[src/design/fat12_cluster_table_engine_top_defines.svh]
// ----------------------------------------------------------------------------
// FAT12 cluster table engine: assertion macros
// Shared helpers for the concurrent checks of the engine.
// ----------------------------------------------------------------------------
`ifndef FAT12_CLUSTER_TABLE_ENGINE_TOP_DEFINES_SVH
`define FAT12_CLUSTER_TABLE_ENGINE_TOP_DEFINES_SVH

// The consequent must hold in the same cycle as the antecedent.
`define FAT12_ASSERT_HOLDS(label, ante, cons, msg) \
   label: assert property (@(posedge clock) disable iff (reset) (ante) |-> (cons)) \
      else $error(msg);

// The consequent must hold in the cycle after the antecedent.
`define FAT12_ASSERT_NEXT(label, ante, cons, msg) \
   label: assert property (@(posedge clock) disable iff (reset) (ante) |=> (cons)) \
      else $error(msg);

`endif

[src/design/fat12_pkg.sv]
// ----------------------------------------------------------------------------
// FAT12 cluster table engine package
// Widths, codes, reset values and types shared by the engine's modules.
// ----------------------------------------------------------------------------
package fat12_pkg;

   localparam int MAX_ENTRIES_DEFAULT = 4096;
   localparam int LANES               = 3;
   localparam int LANE_W              = $clog2(LANES);
   localparam int BYTE_W              = 8;
   localparam int ENTRY_W             = 12;
   localparam int COUNT_W             = 12;
   localparam int ADDR_W              = 13;
   localparam int BYTES_W             = 24;
   localparam int CFG_BYTES_W         = 13;
   localparam int OP_W                = 3;
   localparam int DEFAULT_ROWS        = (MAX_ENTRIES_DEFAULT + 1) / 2;
   localparam int REQ_DATA_W          = 48;
   localparam int RSP_DATA_W          = 72;

   localparam logic [COUNT_W-1:0]     CLUSTER_COUNT_RESET = 12'd713;
   localparam logic [CFG_BYTES_W-1:0] CLUSTER_BYTES_RESET = 13'd1024;
   localparam logic [BYTES_W-1:0]     BYTES_MAX           = 24'hFF_FFFF;

   // Division by three: floor(a * 2731 / 8192) is exact for every 13-bit a.
   localparam logic [ENTRY_W-1:0] RECIP3       = 12'd2731;
   localparam int                 RECIP3_SHIFT = 13;

   localparam logic [BYTE_W-1:0] LOW_NIBBLE  = 8'h0F;
   localparam logic [BYTE_W-1:0] HIGH_NIBBLE = 8'hF0;

   typedef enum logic [OP_W-1:0] {
      OP_READ_BYTE   = 3'd0,
      OP_WRITE_BYTE  = 3'd1,
      OP_READ_ENTRY  = 3'd2,
      OP_WRITE_ENTRY = 3'd3,
      OP_CLEAR_ENTRY = 3'd4,
      OP_FIRST_FREE  = 3'd5,
      OP_SECOND_FREE = 3'd6,
      OP_COUNT_FREE  = 3'd7
   } op_type;

   typedef enum logic {
      CSR_CLUSTER_COUNT = 1'b0,
      CSR_CLUSTER_BYTES = 1'b1
   } csr_index_type;

   // One table row: the three bytes shared by an even and an odd entry.
   typedef logic [LANES-1:0][BYTE_W-1:0] row_type;

   typedef struct packed {
      logic [ENTRY_W-1:0] value;
      logic               free;
   } entry_status_type;

endpackage

[src/design/fat12_entry_unit.sv]
// ----------------------------------------------------------------------------
// FAT12 entry unit
// Unpacks one 12-bit entry from a table row, flags it free, and merges a new
// value back into the row.
// ----------------------------------------------------------------------------
module fat12_entry_unit
   import fat12_pkg::*;
(
   input  row_type             row,
   input  logic                odd,
   input  logic [ENTRY_W-1:0]  new_value,
   output entry_status_type    status,
   output row_type             merged
);

   logic [ENTRY_W-1:0] value;

   always_comb begin
      if (odd) begin
         value = {row[2], row[1][7:4]};
      end else begin
         value = {row[1][3:0], row[0]};
      end
   end

   assign status.value = value;
   assign status.free  = (value == '0);

   // The middle byte is shared: only this entry's nibble is replaced.
   always_comb begin
      merged = row;
      if (odd) begin
         merged[1] = (row[1] & LOW_NIBBLE) | {new_value[3:0], 4'h0};
         merged[2] = new_value[11:4];
      end else begin
         merged[0] = new_value[7:0];
         merged[1] = (row[1] & HIGH_NIBBLE) | {4'h0, new_value[11:8]};
      end
   end

endmodule

[config.mk]
export PLATFORM = sky130hd
export DESIGN_NAME = fat12_entry_unit
export DESIGN_NICKNAME = d
export VERILOG_FILES = /design/src/design/fat12_cluster_table_engine_top_defines.svh /design/src/design/fat12_pkg.sv /design/src/design/fat12_entry_unit.sv
export SDC_FILE = /design/constraint.sdc
export NUM_CORES = 1
export LEC_CHECK = 0
export BUFFER_PORTS_ARGS = -buffer_cell sky130_fd_sc_hd__buf_2
export CORE_MARGIN = 2
export CORE_UTILIZATION = 34
export DETAILED_ROUTE_END_ITERATION = 8
export PLACE_DENSITY = 0.91
export RECOVER_POWER = 25
export SYNTH_ARGS = -nofsm -noshare
export SYNTH_HDL_FRONTEND = slang
export SYNTH_SLANG_ARGS = --single-unit
[constraint.sdc]
create_clock -name vclk -period 1.2
set_input_delay 0 -clock vclk [all_inputs]
set_output_delay 0 -clock vclk [all_outputs]
set_load 0.1 [all_outputs]
==> run metrics, run 1 <==
Initial Util=37.7%; number of placement rows=13; Die H=42.5 um; proportion of netlist area held by the largest area contributor=~81%; number of warnings issued by yosys=0; total nets after synthesis=a little under 90; Cell variety after synth=11; top post-synthesis cells by area=sky130_fd_sc_hd__mux2_2 81%, sky130_fd_sc_hd__nor4_1 5.0%, sky130_fd_sc_hd__buf_2 3.0%; DIE WIDTH=42.5 um; Syn Std Cell Area=503 um^2; final RePlAce weighted congestion=around 0.73; Gate Count Post-Synth=52; halt point of the flow=detailed placement; library cell occupying the most area in the post-synthesis netlist=sky130_fd_sc_hd__mux2_2; share of the yosys chip area belonging to registers=0%; outcome=aborted with a tool error; PortBufs=between 70 and 80; post-synthesis area per instance=9.67 um^2; error that stopped the run=[ERROR DPL-0038] Utilization greater than 100%, impossible to legalize; number of placed I/O pins=74
-- cells in the mapped netlist --
cell type                   n
sky130_fd_sc_hd__a21oi_1    1
sky130_fd_sc_hd__a221oi_2   1
sky130_fd_sc_hd__buf_2      3
sky130_fd_sc_hd__buf_4      1
sky130_fd_sc_hd__mux2_2    36
sky130_fd_sc_hd__nand2_1    2
sky130_fd_sc_hd__nand2b_1   1
sky130_fd_sc_hd__nor2_1     1
sky130_fd_sc_hd__nor3_1     1
sky130_fd_sc_hd__nor4_1     4
sky130_fd_sc_hd__or4_1      1
-- metrics by stage --
step / cells / setup WS, ns / hold WS [ns]
after floorplan: 52 / -0.261 / 0.308
after global placement: 140 / -0.0108 / 0.414
-- kinds of logic after synthesis --
family          after synthesis  share of synthesized area (%)
buf+inv                       4                           4.48
mux                          36                           80.6
compound gates                2                           3.98
simple gates                 10                           10.9
==> run 2: changes to the inputs <==
Settings changed: CORE_AREA from default to 2 2 63 65, CORE_MARGIN 2 to default, CORE_UTILIZATION 34 to default, DIE_AREA from default to 0 0 65 67, PLACE_DENSITY 0.91 to default, PLACE_DENSITY_LB_ADDON from default to 0.15.
==> run metrics, run 2 <==
IR Drop Worst-Case VDD=0.000310 V; arrival time of the worst setup path=1.19 ns; final RePlAce weighted congestion=0.684 (-6.2%); family with the most delay on the worst path=simple AND/OR/NAND/NOR gates; Syn Std Cell Area=503 um^2 (unchanged); final-layout fill cell count=354; proportion of netlist area held by the largest area contributor=80.6% (unchanged); Overall Global Routing Usage=approximately a tenth; outcome=completed; share of the yosys chip area belonging to registers=0% (unchanged); Hold Worst Slack=0.419 ns; reported max-cap violation count=0; DRC viols=0; via count=~740; max layer used=met3; number of nets with antenna violations after routing=0; initial antenna violation count=0; total nets after synthesis=89 (unchanged); CP required=1.20 ns; post-route fraction of the period consumed by the critical path=98.9%; library cell occupying the most area in the post-synthesis netlist=sky130_fd_sc_hd__mux2_2; Setup WS pre-CTS=-0.0167 ns; Cells after DPL=roughly 180; Overall Power=1.40 mW; routed metal-1 wire length=slightly below 900 um; number of clock buffers in the layout=0; area of combinational cells with multiple inputs=503 um^2; fraction of final layout cells sized beyond drive strength 1=just under 90%; most used cells in the layout excluding fill and tap cells=37 x sky130_fd_sc_hd__buf_12, 35 x sky130_fd_sc_hd__buf_2, 28 x sky130_fd_sc_hd__mux2_2, 8 x sky130_fd_sc_hd__mux2_1; Critical path buffers and inverters=2; final-report hold violation count=0; cell with the most instances after synthesis=sky130_fd_sc_hd__mux2_2; highest fanout seen on the critical path=2; cell depth of the worst min-delay path=3; number of placement rows=22 (+9); setup repair after global routing missed its margin=true; Worst path slowest cell=sky130_fd_sc_hd__or4_4; Finish-stage setup viols=0; stage delay of the slowest cell on the critical path=around 0.54 ns; post-detail-place hpwl=2110 um; maximum frequency from static timing analysis=843 MHz; PortBufs=74 (unchanged); most common cell after layout, fill and taps aside=sky130_fd_sc_hd__buf_12; wire length on met2=1200 um; post-synthesis area per instance=9.67 um^2 (unchanged); first-pass GRT wire length=3550 um; Hold Path Class=in -> out; global route total overflow=0; antenna diode count=0; category of the most critical setup path=in -> out; worst slew slack as a fraction of its limit=roughly 78%; top post-synthesis cells by area=sky130_fd_sc_hd__mux2_2 81%, sky130_fd_sc_hd__nor4_1 5.0%, sky130_fd_sc_hd__buf_2 3.0%; Initial Util=13.9% (-24 points); number of warnings issued by yosys=0 (unchanged); TritonRoute pass-1 iters=4; routed length per instance=13.3 um; Leak=around 0.69 nW; final worst setup slack=between 0.01 and 0.015 ns; Die ar.=4360 um^2; area of the core region=around 3600 um^2; standard cell area after detailed placement=1520 um^2; area added between synthesis and finish=205%; areal power density over the cells=916 nW/um^2; Gate Count Post-Synth=52 (unchanged); Total Negative Setup Slacks=0 ns; Iter 0 DRT Violations=9; Post-Route WL=2330 um; crit path capture type=primary output; FF/Latch Area=0 um^2; number of max-slew violations in the final report=0; DIE WIDTH=65 um (+53%); element type at the critical path start=input port; Die H=67 um (+58%); number of placed I/O pins=74 (unchanged); detailed route wirelength on metal3=235 um; Util after Layout=~43%; Final Instance Area=1530 um^2; most frequent cells after synthesis=36 x sky130_fd_sc_hd__mux2_2, 4 x sky130_fd_sc_hd__nor4_1, 3 x sky130_fd_sc_hd__buf_2; non-filler instance count after layout=roughly 180; Crit. path cell count=4; Cell variety after synth=11 (unchanged); mean number of vias per cell=4.25; Worst-Margin Slew=0.329 ns; number of hold buffers added after cts=0; cell-by-cell trace of the critical path=buf_2, or4_4, a221oi_4, buf_12; largest net degree at the start of global routing=15; sequential cells=0; post-layout net count=166; Period minus WS final=1.19 ns; via count of the first global-routing pass=between 700 and 800
## run 2: cell counts after synthesis
No cell type changed its count.
## run 2: routing by layer
metal | global-route usage [%] | vias up
met5 | 0 | -
met4 | 0 | 0
met3 | 2.36 | 0
met2 | 19.2 | 44
met1 | 12.2 | 345
li1 | - | 354
## run 2: kinds of logic after synthesis
kind of cell	after synthesis	synth area share, %
mux	36	80.6
simple gates	10	10.9
buf+inv	4	4.48
compound gates	2	3.98
## run 2: layout make-up
cell class | count | share of cell area [%]
multi-input cells | 48 | 32.8
well taps | 48 | 3.92
repair buffers | 79 | 63.3
## run 2: worst paths after layout
kind / from / endpoint / slack [ns]
worst max-delay path: row[16] / status[0] / 0.01
worst min-delay path: new_value[4] / merged[4] / 0.42
## run 2: where the power goes
part	switching (mW)	total, mW	leakage, nW	internal, mW
Sequential	0	0	0	0
Clock	0	0	0	0
Combinational	0.899	1.40	0.694	0.505
Total	0.899	1.40	0.694	0.505
## run 2: repair_timing
item	CTS	global route
endpoints found under the setup margin	1	1
setup buffers	0	0
pin swaps	1	0
resized for setup	1	2
## run 2: tightest hold or removal path, cell delays in order
cell                     delay (ns)
sky130_fd_sc_hd__buf_2         0.08
sky130_fd_sc_hd__mux2_2        0.16
sky130_fd_sc_hd__buf_12        0.17
(Power assumes the default switching activity.)
